$ cat src/hw/rtl/etok_pkg.sv
package etok_pkg;

  localparam int MAX_TOKEN_COUNT_DEF   = 256;
  localparam int MAX_TEXT_BYTES_DEF    = 1023;
  localparam int MAX_NUMBER_DIGITS_DEF = 127;

  // Result bundles waiting between the scanner and the output side.
  localparam int QUEUE_DEPTH = 4;
  localparam int QPTR_W      = $clog2(QUEUE_DEPTH);
  localparam int QCNT_W      = $clog2(QUEUE_DEPTH + 1);

  // A byte can close a pending token, make one of its own and close the string.
  localparam int SLOTS  = 3;
  localparam int SLOT_W = 2;

  localparam logic [7:0] IDX_DROPPED = 8'hFF;

  localparam logic [7:0] CH_NUL    = 8'h00;
  localparam logic [7:0] CH_TAB    = 8'h09;
  localparam logic [7:0] CH_CR     = 8'h0D;
  localparam logic [7:0] CH_SPACE  = 8'h20;
  localparam logic [7:0] CH_DIG0   = 8'h30;
  localparam logic [7:0] CH_DIG9   = 8'h39;
  localparam logic [7:0] CH_LPAREN = 8'h28;
  localparam logic [7:0] CH_RPAREN = 8'h29;
  localparam logic [7:0] CH_STAR   = 8'h2A;
  localparam logic [7:0] CH_PLUS   = 8'h2B;
  localparam logic [7:0] CH_MINUS  = 8'h2D;
  localparam logic [7:0] CH_SLASH  = 8'h2F;
  localparam logic [7:0] CH_PCT    = 8'h25;
  localparam logic [7:0] CH_AMP    = 8'h26;
  localparam logic [7:0] CH_BAR    = 8'h7C;
  localparam logic [7:0] CH_CARET  = 8'h5E;
  localparam logic [7:0] CH_TILDE  = 8'h7E;
  localparam logic [7:0] CH_LT     = 8'h3C;
  localparam logic [7:0] CH_GT     = 8'h3E;
  localparam logic [7:0] CH_LC_C   = 8'h63;
  localparam logic [7:0] CH_LC_O   = 8'h6F;
  localparam logic [7:0] CH_LC_N   = 8'h6E;

  typedef enum logic [4:0] {
    K_LPAREN, K_RPAREN, K_CONC, K_POW, K_LSHIFT, K_RSHIFT, K_NUMBER,
    K_PLUS, K_MINUS, K_BITNOT, K_MUL, K_DIV, K_MOD, K_AND, K_OR, K_XOR, K_END
  } token_kind_t;

  typedef enum logic [1:0] {
    ST_OK, ST_BADCHAR, ST_DROPPED
  } status_t;

  typedef enum logic [3:0] {
    M_IDLE, M_NUM, M_STAR, M_LT, M_GT, M_C1, M_C2, M_C3, M_SKIP
  } scan_mode_t;

  typedef struct packed {
    token_kind_t kind;
    logic [31:0] value;
    logic [7:0]  index;
    status_t     status;
    logic        last;
  } result_t;

  typedef struct packed {
    result_t [SLOTS-1:0] slot;
    logic [SLOT_W-1:0]   count;
  } bundle_t;

endpackage

$ cat src/hw/rtl/etok_front.sv
module etok_front #(
  parameter int MAX_TOKEN_COUNT   = etok_pkg::MAX_TOKEN_COUNT_DEF,
  parameter int MAX_TEXT_BYTES    = etok_pkg::MAX_TEXT_BYTES_DEF,
  parameter int MAX_NUMBER_DIGITS = etok_pkg::MAX_NUMBER_DIGITS_DEF
) (
  input  logic              clk,
  input  logic              rst,
  input  logic              fire,
  input  logic [7:0]        in_byte,
  input  logic              end_of_text,
  output logic              bundle_valid,
  output etok_pkg::bundle_t bundle
);

  localparam int TW = $clog2(MAX_TOKEN_COUNT + 1);
  localparam int BW = $clog2(MAX_TEXT_BYTES + 1);
  localparam int DW = $clog2(MAX_NUMBER_DIGITS + 1);
  localparam logic [TW-1:0] TOKEN_LIMIT = TW'(MAX_TOKEN_COUNT);
  localparam logic [BW-1:0] BYTE_LIMIT  = BW'(MAX_TEXT_BYTES);
  localparam logic [DW-1:0] DIGIT_LIMIT = DW'(MAX_NUMBER_DIGITS);
  localparam int NEV = 4;

  etok_pkg::scan_mode_t mode, mode_next;
  logic [31:0]   acc, acc_next;
  logic [DW-1:0] dcount, dcount_next;
  logic [TW-1:0] tokens, tokens_next;
  logic [BW-1:0] bytes, bytes_next;

  // Candidate events in model order: pending token completed by this byte,
  // token of the byte itself, pending token flushed at the end, then END.
  logic                  ev_v   [NEV];
  logic                  ev_err [NEV];
  etok_pkg::token_kind_t ev_kind[NEV];
  logic [31:0]           ev_val [NEV];

  always_comb begin
    logic                 active, finish, classify, digit, space, end_tok;
    logic [31:0]          dval;
    etok_pkg::scan_mode_t m;
    logic [TW-1:0]        te;
    logic [2:0]           n;
    etok_pkg::result_t    rec;
    etok_pkg::bundle_t    b;

    for (int k = 0; k < NEV; k++) begin
      ev_v[k]    = 1'b0;
      ev_err[k]  = 1'b0;
      ev_kind[k] = etok_pkg::K_END;
      ev_val[k]  = 32'd0;
    end
    m           = mode;
    acc_next    = acc;
    dcount_next = dcount;
    bytes_next  = bytes;
    classify    = 1'b0;
    end_tok     = 1'b0;
    finish      = end_of_text;
    digit       = (in_byte >= etok_pkg::CH_DIG0) && (in_byte <= etok_pkg::CH_DIG9);
    space       = (in_byte == etok_pkg::CH_SPACE) ||
                  ((in_byte >= etok_pkg::CH_TAB) && (in_byte <= etok_pkg::CH_CR));
    dval        = 32'(in_byte[3:0]);
    active      = (mode != etok_pkg::M_SKIP) && (bytes < BYTE_LIMIT);

    if (active) begin
      bytes_next = bytes + 1'b1;
      if (in_byte == etok_pkg::CH_NUL) begin
        finish = 1'b1;
      end else begin
        case (mode)
          etok_pkg::M_C1: begin
            if (in_byte == etok_pkg::CH_LC_O) m = etok_pkg::M_C2;
            else begin ev_v[0] = 1'b1; ev_err[0] = 1'b1; m = etok_pkg::M_SKIP; end
          end
          etok_pkg::M_C2: begin
            if (in_byte == etok_pkg::CH_LC_N) m = etok_pkg::M_C3;
            else begin ev_v[0] = 1'b1; ev_err[0] = 1'b1; m = etok_pkg::M_SKIP; end
          end
          etok_pkg::M_C3: begin
            if (in_byte == etok_pkg::CH_LC_C) begin
              ev_v[0] = 1'b1; ev_kind[0] = etok_pkg::K_CONC; m = etok_pkg::M_IDLE;
            end else begin
              ev_v[0] = 1'b1; ev_err[0] = 1'b1; m = etok_pkg::M_SKIP;
            end
          end
          etok_pkg::M_LT: begin
            if (in_byte == etok_pkg::CH_LT) begin
              ev_v[0] = 1'b1; ev_kind[0] = etok_pkg::K_LSHIFT; m = etok_pkg::M_IDLE;
            end else begin
              ev_v[0] = 1'b1; ev_err[0] = 1'b1; m = etok_pkg::M_SKIP;
            end
          end
          etok_pkg::M_GT: begin
            if (in_byte == etok_pkg::CH_GT) begin
              ev_v[0] = 1'b1; ev_kind[0] = etok_pkg::K_RSHIFT; m = etok_pkg::M_IDLE;
            end else begin
              ev_v[0] = 1'b1; ev_err[0] = 1'b1; m = etok_pkg::M_SKIP;
            end
          end
          etok_pkg::M_STAR: begin
            ev_v[0] = 1'b1;
            m       = etok_pkg::M_IDLE;
            if (in_byte == etok_pkg::CH_STAR) ev_kind[0] = etok_pkg::K_POW;
            else begin ev_kind[0] = etok_pkg::K_MUL; classify = 1'b1; end
          end
          etok_pkg::M_NUM: begin
            if (digit) begin
              if (dcount < DIGIT_LIMIT) begin
                acc_next    = (acc << 3) + (acc << 1) + dval;
                dcount_next = dcount + 1'b1;
              end
            end else begin
              ev_v[0]    = 1'b1;
              ev_kind[0] = etok_pkg::K_NUMBER;
              ev_val[0]  = acc;
              m          = etok_pkg::M_IDLE;
              classify   = 1'b1;
            end
          end
          etok_pkg::M_IDLE: classify = 1'b1;
          default: ;
        endcase

        if (classify && !space) begin
          if (digit) begin
            acc_next    = dval;
            dcount_next = DW'(1);
            m           = etok_pkg::M_NUM;
          end else begin
            case (in_byte)
              etok_pkg::CH_LPAREN: begin ev_v[1] = 1'b1; ev_kind[1] = etok_pkg::K_LPAREN; end
              etok_pkg::CH_RPAREN: begin ev_v[1] = 1'b1; ev_kind[1] = etok_pkg::K_RPAREN; end
              etok_pkg::CH_PLUS:   begin ev_v[1] = 1'b1; ev_kind[1] = etok_pkg::K_PLUS;   end
              etok_pkg::CH_MINUS:  begin ev_v[1] = 1'b1; ev_kind[1] = etok_pkg::K_MINUS;  end
              etok_pkg::CH_TILDE:  begin ev_v[1] = 1'b1; ev_kind[1] = etok_pkg::K_BITNOT; end
              etok_pkg::CH_SLASH:  begin ev_v[1] = 1'b1; ev_kind[1] = etok_pkg::K_DIV;    end
              etok_pkg::CH_PCT:    begin ev_v[1] = 1'b1; ev_kind[1] = etok_pkg::K_MOD;    end
              etok_pkg::CH_AMP:    begin ev_v[1] = 1'b1; ev_kind[1] = etok_pkg::K_AND;    end
              etok_pkg::CH_BAR:    begin ev_v[1] = 1'b1; ev_kind[1] = etok_pkg::K_OR;     end
              etok_pkg::CH_CARET:  begin ev_v[1] = 1'b1; ev_kind[1] = etok_pkg::K_XOR;    end
              etok_pkg::CH_LC_C:   m = etok_pkg::M_C1;
              etok_pkg::CH_STAR:   m = etok_pkg::M_STAR;
              etok_pkg::CH_LT:     m = etok_pkg::M_LT;
              etok_pkg::CH_GT:     m = etok_pkg::M_GT;
              default: begin ev_v[1] = 1'b1; ev_err[1] = 1'b1; m = etok_pkg::M_SKIP; end
            endcase
          end
        end
      end
    end

    // Close the string: complete whatever is pending, then END unless that is an error.
    if (finish && (m != etok_pkg::M_SKIP)) begin
      case (m)
        etok_pkg::M_NUM: begin
          ev_v[2] = 1'b1; ev_kind[2] = etok_pkg::K_NUMBER; ev_val[2] = acc_next;
        end
        etok_pkg::M_STAR: begin
          ev_v[2] = 1'b1; ev_kind[2] = etok_pkg::K_MUL;
        end
        etok_pkg::M_LT, etok_pkg::M_GT, etok_pkg::M_C1, etok_pkg::M_C2,
        etok_pkg::M_C3: begin
          ev_v[2] = 1'b1; ev_err[2] = 1'b1;
        end
        default: ;
      endcase
      if (!ev_err[2]) begin
        ev_v[3] = 1'b1; ev_kind[3] = etok_pkg::K_END; end_tok = 1'b1;
      end
      m = etok_pkg::M_SKIP;
    end

    // Number the events and keep the first three.
    te  = tokens;
    n   = 3'd0;
    b   = '0;
    rec = '0;
    for (int k = 0; k < NEV; k++) begin
      if (ev_v[k]) begin
        rec.kind  = ev_kind[k];
        rec.value = ev_val[k];
        rec.last  = 1'b0;
        if (ev_err[k]) begin
          rec.kind   = etok_pkg::K_END;
          rec.value  = 32'd0;
          rec.index  = 8'(te);
          rec.status = etok_pkg::ST_BADCHAR;
          rec.last   = 1'b1;
        end else if (te >= TOKEN_LIMIT) begin
          rec.index  = etok_pkg::IDX_DROPPED;
          rec.status = etok_pkg::ST_DROPPED;
        end else begin
          rec.index  = 8'(te);
          rec.status = etok_pkg::ST_OK;
          te         = te + 1'b1;
        end
        if (n < 3'(etok_pkg::SLOTS)) begin
          b.slot[n[etok_pkg::SLOT_W-1:0]] = rec;
          n = n + 3'd1;
        end
      end
    end
    if (end_tok && (n != 3'd0)) begin
      b.slot[etok_pkg::SLOT_W'(n - 3'd1)].last = 1'b1;
    end
    b.count      = n[etok_pkg::SLOT_W-1:0];
    bundle       = b;
    bundle_valid = (n != 3'd0);
    tokens_next  = te;
    mode_next    = m;

    if (end_of_text) begin
      mode_next   = etok_pkg::M_IDLE;
      acc_next    = 32'd0;
      dcount_next = '0;
      tokens_next = '0;
      bytes_next  = '0;
    end
  end

  always_ff @(posedge clk) begin
    if (rst) begin
      mode   <= etok_pkg::M_IDLE;
      acc    <= 32'd0;
      dcount <= '0;
      tokens <= '0;
      bytes  <= '0;
    end else if (fire) begin
      mode   <= mode_next;
      acc    <= acc_next;
      dcount <= dcount_next;
      tokens <= tokens_next;
      bytes  <= bytes_next;
    end
  end

endmodule

$ cat src/hw/rtl/etok_queue.sv
module etok_queue (
  input  logic              clk,
  input  logic              rst,
  input  logic              wr,
  input  etok_pkg::bundle_t wr_data,
  input  logic              rd,
  output etok_pkg::bundle_t rd_data,
  output logic              full,
  output logic              empty
);

  etok_pkg::bundle_t store [etok_pkg::QUEUE_DEPTH];
  logic [etok_pkg::QPTR_W-1:0] wr_ptr, rd_ptr;
  logic [etok_pkg::QCNT_W-1:0] fill;
  logic do_wr, do_rd;

  assign full    = (fill == etok_pkg::QCNT_W'(etok_pkg::QUEUE_DEPTH));
  assign empty   = (fill == '0);
  assign do_wr   = wr && !full;
  assign do_rd   = rd && !empty;
  assign rd_data = store[rd_ptr];

  always_ff @(posedge clk) begin
    if (do_wr) begin
      store[wr_ptr] <= wr_data;
    end
  end

  always_ff @(posedge clk) begin
    if (rst) begin
      wr_ptr <= '0;
      rd_ptr <= '0;
      fill   <= '0;
    end else begin
      if (do_wr) wr_ptr <= wr_ptr + 1'b1;
      if (do_rd) rd_ptr <= rd_ptr + 1'b1;
      if (do_wr && !do_rd) fill <= fill + 1'b1;
      else if (do_rd && !do_wr) fill <= fill - 1'b1;
    end
  end

endmodule

$ cat src/hw/rtl/etok_back.sv
module etok_back (
  input  logic              clk,
  input  logic              rst,
  input  etok_pkg::bundle_t head,
  input  logic              head_empty,
  input  logic              pop,
  output logic              head_done,
  output etok_pkg::result_t result
);

  logic [etok_pkg::SLOT_W-1:0] sel, sel_next;
  logic take, at_end;

  // The slots of the oldest bundle go out one per pop.
  assign result    = head.slot[sel];
  assign take      = pop && !head_empty;
  assign at_end    = (sel == head.count - 1'b1);
  assign head_done = take && at_end;

  always_comb begin
    sel_next = sel;
    if (take) begin
      sel_next = at_end ? '0 : sel + 1'b1;
    end
  end

  always_ff @(posedge clk) begin
    if (rst) begin
      sel <= '0;
    end else begin
      sel <= sel_next;
    end
  end

endmodule

$ cat src/hw/rtl/expression_tokenizer.sv
// Channel   Direction  Handshake      Payload
// input     in         push / full    in_byte, end_of_text
// result    out        pop / empty    token_kind, number_value, token_index, status,
//                                     last_of_text
//
// One byte is taken per cycle; its 0 to 3 results are registered into the result-bundle
// queue and leave one per pop, so a byte with k results needs k pops.
// Input stalls only when the four-entry result-bundle queue is full.
// rst is synchronous and leaves the block idle with empty high and full low.
module expression_tokenizer #(
  parameter int MAX_TOKEN_COUNT   = etok_pkg::MAX_TOKEN_COUNT_DEF,
  parameter int MAX_TEXT_BYTES    = etok_pkg::MAX_TEXT_BYTES_DEF,
  parameter int MAX_NUMBER_DIGITS = etok_pkg::MAX_NUMBER_DIGITS_DEF
) (
  input  logic        clk,
  input  logic        rst,
  input  logic        push,
  output logic        full,
  input  logic [7:0]  in_byte,
  input  logic        end_of_text,
  output logic        empty,
  input  logic        pop,
  output logic [4:0]  token_kind,
  output logic [31:0] number_value,
  output logic [7:0]  token_index,
  output logic [1:0]  status,
  output logic        last_of_text
);

  logic              fire, bundle_valid, head_done;
  etok_pkg::bundle_t bundle, head;
  etok_pkg::result_t result;

  assign fire = push && !full;

  etok_front #(
    .MAX_TOKEN_COUNT  (MAX_TOKEN_COUNT),
    .MAX_TEXT_BYTES   (MAX_TEXT_BYTES),
    .MAX_NUMBER_DIGITS(MAX_NUMBER_DIGITS)
  ) u_front (
    .clk         (clk),
    .rst         (rst),
    .fire        (fire),
    .in_byte     (in_byte),
    .end_of_text (end_of_text),
    .bundle_valid(bundle_valid),
    .bundle      (bundle)
  );

  etok_queue u_queue (
    .clk    (clk),
    .rst    (rst),
    .wr     (fire && bundle_valid),
    .wr_data(bundle),
    .rd     (head_done),
    .rd_data(head),
    .full   (full),
    .empty  (empty)
  );

  etok_back u_back (
    .clk       (clk),
    .rst       (rst),
    .head      (head),
    .head_empty(empty),
    .pop       (pop),
    .head_done (head_done),
    .result    (result)
  );

  assign token_kind   = result.kind;
  assign number_value = result.value;
  assign token_index  = result.index;
  assign status       = result.status;
  assign last_of_text = result.last;

endmodule

$ cat config.mk
export PLATFORM = sky130hd
export DESIGN_NAME = expression_tokenizer
export DESIGN_NICKNAME = d
export VERILOG_FILES = /design/src/hw/rtl/etok_pkg.sv /design/src/hw/rtl/etok_front.sv /design/src/hw/rtl/etok_queue.sv /design/src/hw/rtl/etok_back.sv /design/src/hw/rtl/expression_tokenizer.sv
export SDC_FILE = /design/constraint.sdc
export NUM_CORES = 1
export LEC_CHECK = 0
export BUFFER_PORTS_ARGS = -buffer_cell sky130_fd_sc_hd__buf_2
export CORE_UTILIZATION = 55
export DETAILED_ROUTE_END_ITERATION = 8
export PLACE_DENSITY = 0.74
export SYNTH_ARGS = -nofsm -noshare
export SYNTH_HDL_FRONTEND = slang
export SYNTH_SLANG_ARGS = --single-unit
$ cat constraint.sdc
create_clock -name clk -period 8.7 [get_ports clk]
set_input_delay 1.74 -clock clk [delete_from_list [all_inputs] [get_ports clk]]
set_output_delay 1.74 -clock clk [all_outputs]
set_load 0.02 [all_outputs]
==> run_results.csv, run 1 <==
group,metric,value,unit
setup_path,path_max_fanout,25,
floorplanning,die_area,56600,um^2
detailed_routing,dr.pass1.iters,6,
clock_network,cts.reportedPaths.clkPinSlew,60,ps
clock_network,postCtsHoldBufs,0,
timing,period_minus_slack,7270,ps
timing,setup_viol,0,
setup_path,critPathArrivalTime,7610,ps
detailed_routing,vias_per_cell,6.35,
synthesis,ys_ff_latch,653,
timing,skew,37.6,ps
placement,dp_hpwl,46200,um
grt,grt-ovfl-total,0,
floorplanning,pin_count,63,
clock_network,cts_post_setup_buffers_inserted,0,
timing,whs,484,ps
synthesis,yosysMostFrequentCell,"edfxtp_1",
grt,grt_usage,26.4,%
synthesis,avgSynthCellArea,14.0,um^2
placement,portBuffers,62,
clock_network,h-tree-depth,3,
timing,setup_tns,0,ps
synthesis,syn_area,30600,um^2
synthesis,async_flop_share,0,%
setup_path,r2r_start,"u_front.mode[1]$_SDFFE_PP0P_",
timing,worst_pin_slew,1220,ps
clock_network,clockBufferDepth,3,
detailed_routing,vias,19200,
grt,antenna_found_initial,1,
detailed_routing,totalWireLength,73600,um
setup_path,required,9040,ps
final_layout,nNetsFinal,2326,
detailed_routing,drt_iter0_drc,1851,
grt,grt_pass1_wl,112000,um
timing,slew_violations,0,
grt,grt_pass1_vias,19500,
clock_network,cts_buffers,66,
detailed_routing,detail-route-antenna-nets,0,
floorplanning,die_w,238,um
final_layout,diodes,0,
worst_hold_path,whs_path_depth,2,
worst_hold_path,hold_end,"u_front.acc[31]$_SDFFE_PP0P_",
setup_path,r2r_end,"u_queue.store[3][101]$_DFFE_PP_",
floorplanning,coreArea,55000,um^2
clock_network,tritoncts,"done",
worst_hold_path,min_from,"u_front.acc[31]$_SDFFE_PP0P_",
timing,hold_violations,0,
final_layout,area_growth_syn_to_layout,10.7,%
run_status,outcome,"completed",
setup_path,critPathLaunchType,"input pin",
pwr,peakVddDrop,0.186,mV
setup_path,path_class,"input pin to register",
clock_network,clock_latency,620,ps
grt,grt_max_degree,104,
synthesis,synth_enable_flop_cells,580,
clock_network,clock_tree.root_cell,"clkbuf_16",
clock_network,clkSinkCount,653,
synthesis,yosys.area.top_type,"edfxtp_1",
final_layout,layout-drive-gt1-share,17.3,%
synthesis,synthesis.nets,2284,
setup_path,ff2ff_path_depth,20,
synthesis,ys_types,101,
floorplanning,initial_core_util,55.6,%
clock_network,cts_resized,0,
timing,maxSlewHeadroom,18.7,%
synthesis,synthTopCellsByArea,"edfxtp_1, mux4_2, dfxtp_1",
synthesis,synth_cells,2189,
synthesis,synth-warning-count,0,
placement,dpl_cell_area,31700,um^2
setup_path,worst_setup_path_end_kind,"register",
floorplanning,die_h,238,um
synthesis,synthFlopType,"edfxtp_1",
floorplanning,rows,86,
synthesis,yosysTopAreaCellShare,56.9,%
setup_path,reg2reg_slack,2260,ps
synthesis,ys_seq_area_share,61.7,%
pwr,p_leak,11.5,nW
synthesis,synth_commonest_cells,"edfxtp_1, nor2_1, nand2_1",
detailed_routing,drc_errors,0,
worst_hold_path,holdCritPathClass,"register to register",
final_layout,fin_util,61.6,%
placement,place_congestion,0.928,
timing,rsz0062_at_grt,"no",
flow_run,cap_viol_max_count,0,
timing,fmax,138,MHz
detailed_routing,avgRoutedWirePerCell,24.3,um
final_layout,final_area,33900,um^2
timing,post-route-period-util,83.6,%
pwr,pwr_density_cell,248,nW/um^2
layout make-up:
cell class                      instances  area [um^2]
Tap cell                              748          936
Timing Repair Buffer                   92          636
Sequential cell                       653        18900
Clock inverter                         34          327
Multi-Input combinational cell       1377        11100
Inverter                               41          155
Fill cell                            3996        21100
Clock buffer                           87         1810
registers in the layout, indices dropped and copies added, names as in the netlist, named ones only:
name            count
u_queue.rd_ptr      2
u_front.dcount      7
u_back.sel          2
u_front.acc        32
u_front.mode        4
u_front.bytes      10
u_queue.fill        3
u_front.tokens      9
u_queue.store     580
u_queue.wr_ptr      2
logic make-up after synthesis:
logic type,Yosys count,share of synthesized area [%]
compound gates,432,9.21
xor+xnor,62,1.85
fa+ha+maj,82,3.43
buf+inv,159,2.02
flops,653,61.7
mux,206,12.7
simple gates,595,9.08
how the worst max path moves through the flow:
stage                                 endpoint  depth (start not counted)        from  slack [ps]
2_1_floorplan    u_queue.store[1][0]$_DFFE_PP_                         13  in_byte[5]         240
3_3_place_gp    u_front.tokens[0]$_SDFFE_PP0P_                         23  in_byte[1]        1190
3_5_place_dp   u_queue.store[0][101]$_DFFE_PP_                         21  in_byte[1]         910
4_1_cts        u_queue.store[3][101]$_DFFE_PP_                         21  in_byte[1]        1560
5_1_grt        u_queue.store[3][101]$_DFFE_PP_                         21  in_byte[1]         900
6_report       u_queue.store[3][101]$_DFFE_PP_                         21  in_byte[1]        1430
power by group:
part | internal (mW) | leakage [nW] | switching, mW | total (mW)
clock | 1.60 | 1.04 | 1.20 | 2.80
combinational | 0.683 | 4.50 | 1.07 | 1.75
sequential | 3.74 | 5.95 | 0.123 | 3.86
critical path: stages:
cell	delay [ps]
buf_2	350
or3_1	220
nor3_2	100
or4_1	610
a21oi_2	470
inv_2	350
nor3_2	340
mux2_2	260
ha_1	180
inv_1	80
nor4_1	240
mux2_2	230
nand2_1	90
o311ai_1	470
and3_1	260
nand3_1	80
ha_1	230
mux2i_2	320
inv_1	250
ha_1	290
o21ai_0	400
routing by layer:
layer / vias to the layer above / wire, um / global-route usage [%]
met5: - / 0 / 0
met4: 0 / 2380 / 10.8
met3: 153 / 5030 / 3.92
met2: 779 / 36000 / 43.7
met1: 9717 / 30200 / 35.2
li1: 8595 / - / -
layout by cell type (no fill, tap or decap), drive strengths merged, types with 6 or more instances in the layout:
cell type	instances
a211oi	13
a21boi	7
a21o	15
a21oi	94
a22o	6
a22oi	33
a2bb2oi	11
a311oi	6
a31oi	16
and2	19
and3	14
buf	92
clkbuf	87
clkinv	20
dfxtp	73
edfxtp	580
ha	79
inv	47
mux2i	56
mux4	145
nand2	182
nand2b	20
nand3	29
nand4	11
nor2	223
nor2b	8
nor3	30
nor4	9
o211ai	10
o21a	9
o21ai	136
o21bai	6
o22ai	12
o311ai	6
o31ai	9
or2	10
or3	9
or4	9
xnor2	30
xor2	32
through the flow:
step                      setup WS, ps  std cells  power [mW]
after floorplan                    236       2189        5.14
after global placement            1190       2911        5.65
after detailed placement           906       2911        5.69
after CTS                         1560       3032        8.47
after global routing               904       3032        8.70
final                             1430       3032        8.42
Power figures use the tool's default switching activity.
==> run 2: changes to the inputs <==
==> constraint.sdc (replaced) <==
create_clock -name clk -period 6.35 [get_ports clk]
set_input_delay 1.27 -clock clk [delete_from_list [all_inputs] [get_ports clk]]
set_output_delay 1.27 -clock clk [all_outputs]
set_load 0.02 [all_outputs]
==> run 2 against run 1 <==
- critical path depth is 3 higher
- core utilization up 0.68 points
- largest cell class unchanged
- hold slack got worse by 1.5 ps
- clock power increased by 35%
- final cell count grew 1.2%
==> run_results.csv, run 2 (synthesized netlist as in run 1, its figures left out) <==
group,metric,value,unit
placement,dpl_cell_area,32200,um^2
setup_path,reg2reg_slack,990,ps
final_layout,area_growth_syn_to_layout,12.0,%
final_layout,layout-drive-gt1-share,18.4,%
pwr,power_switching,3.20,mW
clock_network,cts_post_setup_buffers_inserted,0,
placement,post-place-cells,2954,
detailed_routing,vias_per_cell,6.34,
timing,worst_pin_slew,1050,ps
pwr,power,11.5,mW
grt,grt_pass1_wl,113000,um
detailed_routing,vias,19400,
timing,whs,482,ps
timing,post-route-period-util,90.0,%
clock_network,tritoncts,"done",
placement,portBuffers,62,
final_layout,stdcell_count,3068,
timing,maxSlewHeadroom,29.8,%
clock_network,clock_latency,600,ps
pwr,intPower,8.34,mW
floorplanning,die_area,56600,um^2
grt,grt_pass1_vias,19500,
setup_path,r2r_end,"u_queue.store[0][12]$_DFFE_PP_",
pwr,p_clk_share,32.9,%
timing,skew,21.9,ps
floorplanning,initial_core_util,55.6,%
timing,finalWorstSetupSlack,633,ps
final_layout,fin_util,62.3,%
clock_network,clock_tree.root_cell,"clkbuf_16",
setup_path,critPathLaunchType,"input pin",
final_layout,final_area,34300,um^2
detailed_routing,avgRoutedWirePerCell,24.0,um
floorplanning,rows,86,
final_layout,fill_cells,4015,
floorplanning,die_h,238,um
final_layout,nNetsFinal,2370,
floorplanning,coreArea,55000,um^2
timing,rsz0062_at_grt,"no",
clock_network,cts.reportedPaths.clkPinSlew,60,ps
pwr,switching_share,27.7,%
grt,antenna_found_initial,1,
timing,slew_violations,0,
final_layout,final_cell_mix,"edfxtp_1, nor2_1, nand2_1, mux4_2, o21ai_0",
clock_network,postCtsHoldBufs,0,
setup_path,ff2ff_path_depth,22,
pwr,peakVddDrop,0.214,mV
final_layout,final_common_cell,"edfxtp_1",
final_layout,reg.largest.list,"u_queue.store: 580 flops, u_front.acc: 32 flops, u_front.bytes: 10 flops",
detailed_routing,totalWireLength,73600,um
grt,grt_usage,26.4,%
timing,fmax,175,MHz
timing,hold_violations,0,
grt,grt_max_degree,57,
placement,place_congestion,0.947,
setup_path,path_class,"input pin to register",
clock_network,cts_buffers,67,
worst_hold_path,whs_path_depth,1,
floorplanning,die_w,238,um
final_layout,largest_register_ffs,580,
detailed_routing,drt_iter0_drc,1545,
setup_path,crit_path_end,"u_queue.store[0][12]$_DFFE_PP_",
pwr,seqPwrFrac,46.0,%
worst_hold_path,holdCritPathClass,"register to register",
setup_path,critical_path.startpoint,"in_byte[7]",
clock_network,h-tree-depth,3,
detailed_routing,drc_errors,0,
final_layout,regMostFlops,"u_queue.store",
clock_network,cts_resized,0,
timing,period_minus_slack,5720,ps
run_status,outcome,"completed",
setup_path,required,6720,ps
timing,setup_tns,0,ps
placement,pre_cts_ws,137,ps
setup_path,critPathArrivalTime,6090,ps
grt,grt-ovfl-total,0,
detailed_routing,detail-route-antenna-nets,0,
floorplanning,pin_count,63,
pwr,p_leak,11.7,nW
timing,setup_viol,0,
clock_network,clockBufferDepth,3,
setup_path,r2r_start,"u_front.mode[1]$_SDFFE_PP0P_",
flow_run,cap_viol_max_count,0,
clock_network,clkSinkCount,653,
detailed_routing,dr.pass1.iters,7,
pwr,pwr_density_cell,337,nW/um^2
placement,dp_hpwl,46600,um
setup_path,worst_setup_path_end_kind,"register",
final_layout,diodes,0,
pwr,power.share.combinational,21.1,%
setup_path,path_max_fanout,9,
run 2: cell types whose count changed in the layout (fill, tap and decap cells not counted), moves of 2 or more:
cell        delta
clkinv_8       -2
clkbuf_16      +2
inv_8          -2
buf_4         +35
buf_12         +8
clkbuf_8       -6
clkinvlp_4     -3
bufinv_16      +2
clkinv_1       +2
run 2: how the worst min path moves through the flow:
| stage | start | endpoint | slack [ps] |
|---|---|---|---|
| 6_report | u_front.dcount[4]$_SDFFE_PP0P_ | u_front.dcount[4]$_SDFFE_PP0P_ | 480 |
| 5_1_grt | u_front.dcount[4]$_SDFFE_PP0P_ | u_front.dcount[4]$_SDFFE_PP0P_ | 490 |
| 4_1_cts | u_front.dcount[4]$_SDFFE_PP0P_ | u_front.dcount[4]$_SDFFE_PP0P_ | 480 |
| 3_5_place_dp | u_front.dcount[4]$_SDFFE_PP0P_ | u_front.dcount[4]$_SDFFE_PP0P_ | 470 |
| 3_3_place_gp | u_front.dcount[4]$_SDFFE_PP0P_ | u_front.dcount[4]$_SDFFE_PP0P_ | 460 |
| 2_1_floorplan | u_front.dcount[4]$_SDFFE_PP0P_ | u_front.dcount[4]$_SDFFE_PP0P_ | 440 |
run 2: worst max-delay path, stage by stage:
cell and delay [ps]:
buf_2 140, nand4bb_1 250, or4_1 530, a311o_1 410, o21ai_0 260, nand2_1 200, nor2_1 140, a21oi_1 70
inv_1 80, ha_1 170, inv_1 80, nor4_1 240, mux2_2 230, nand2_1 90, o311ai_1 410, and3_1 250
nand3_1 80, ha_1 230, mux2i_2 160, buf_4 190, nor2_1 80, buf_4 150, nand2_1 60, a2bb2oi_1 310
run 2: layout make-up:
cell class	instances	area, um^2	share of cell area, %
clock buffers	83	1780	5.19
clock inverters	31	313	0.913
inverters	41	155	0.453
multi-input cells	1377	11100	32.5
flip-flops and latches	653	18900	55.2
well taps	748	936	2.73
repair buffers	135	1060	3.09
run 2: power by group through the flow:
stage / sequential [mW] / clock, mW / combinational [mW]
floorplan: 5.30 / 0 / 1.70
global placement: 5.36 / 0 / 2.43
detailed placement: 5.40 / 0 / 2.44
CTS: 5.32 / 3.85 / 2.46
global route: 5.35 / 4.00 / 2.60
finish: 5.31 / 3.79 / 2.43
run 2: metal layers:
layer  share of wire [%]  track usage, %
met3                 6.5            4.26
met5               0.026               0
met2                  49            43.7
met4                 2.4            8.72
met1                  42            35.9
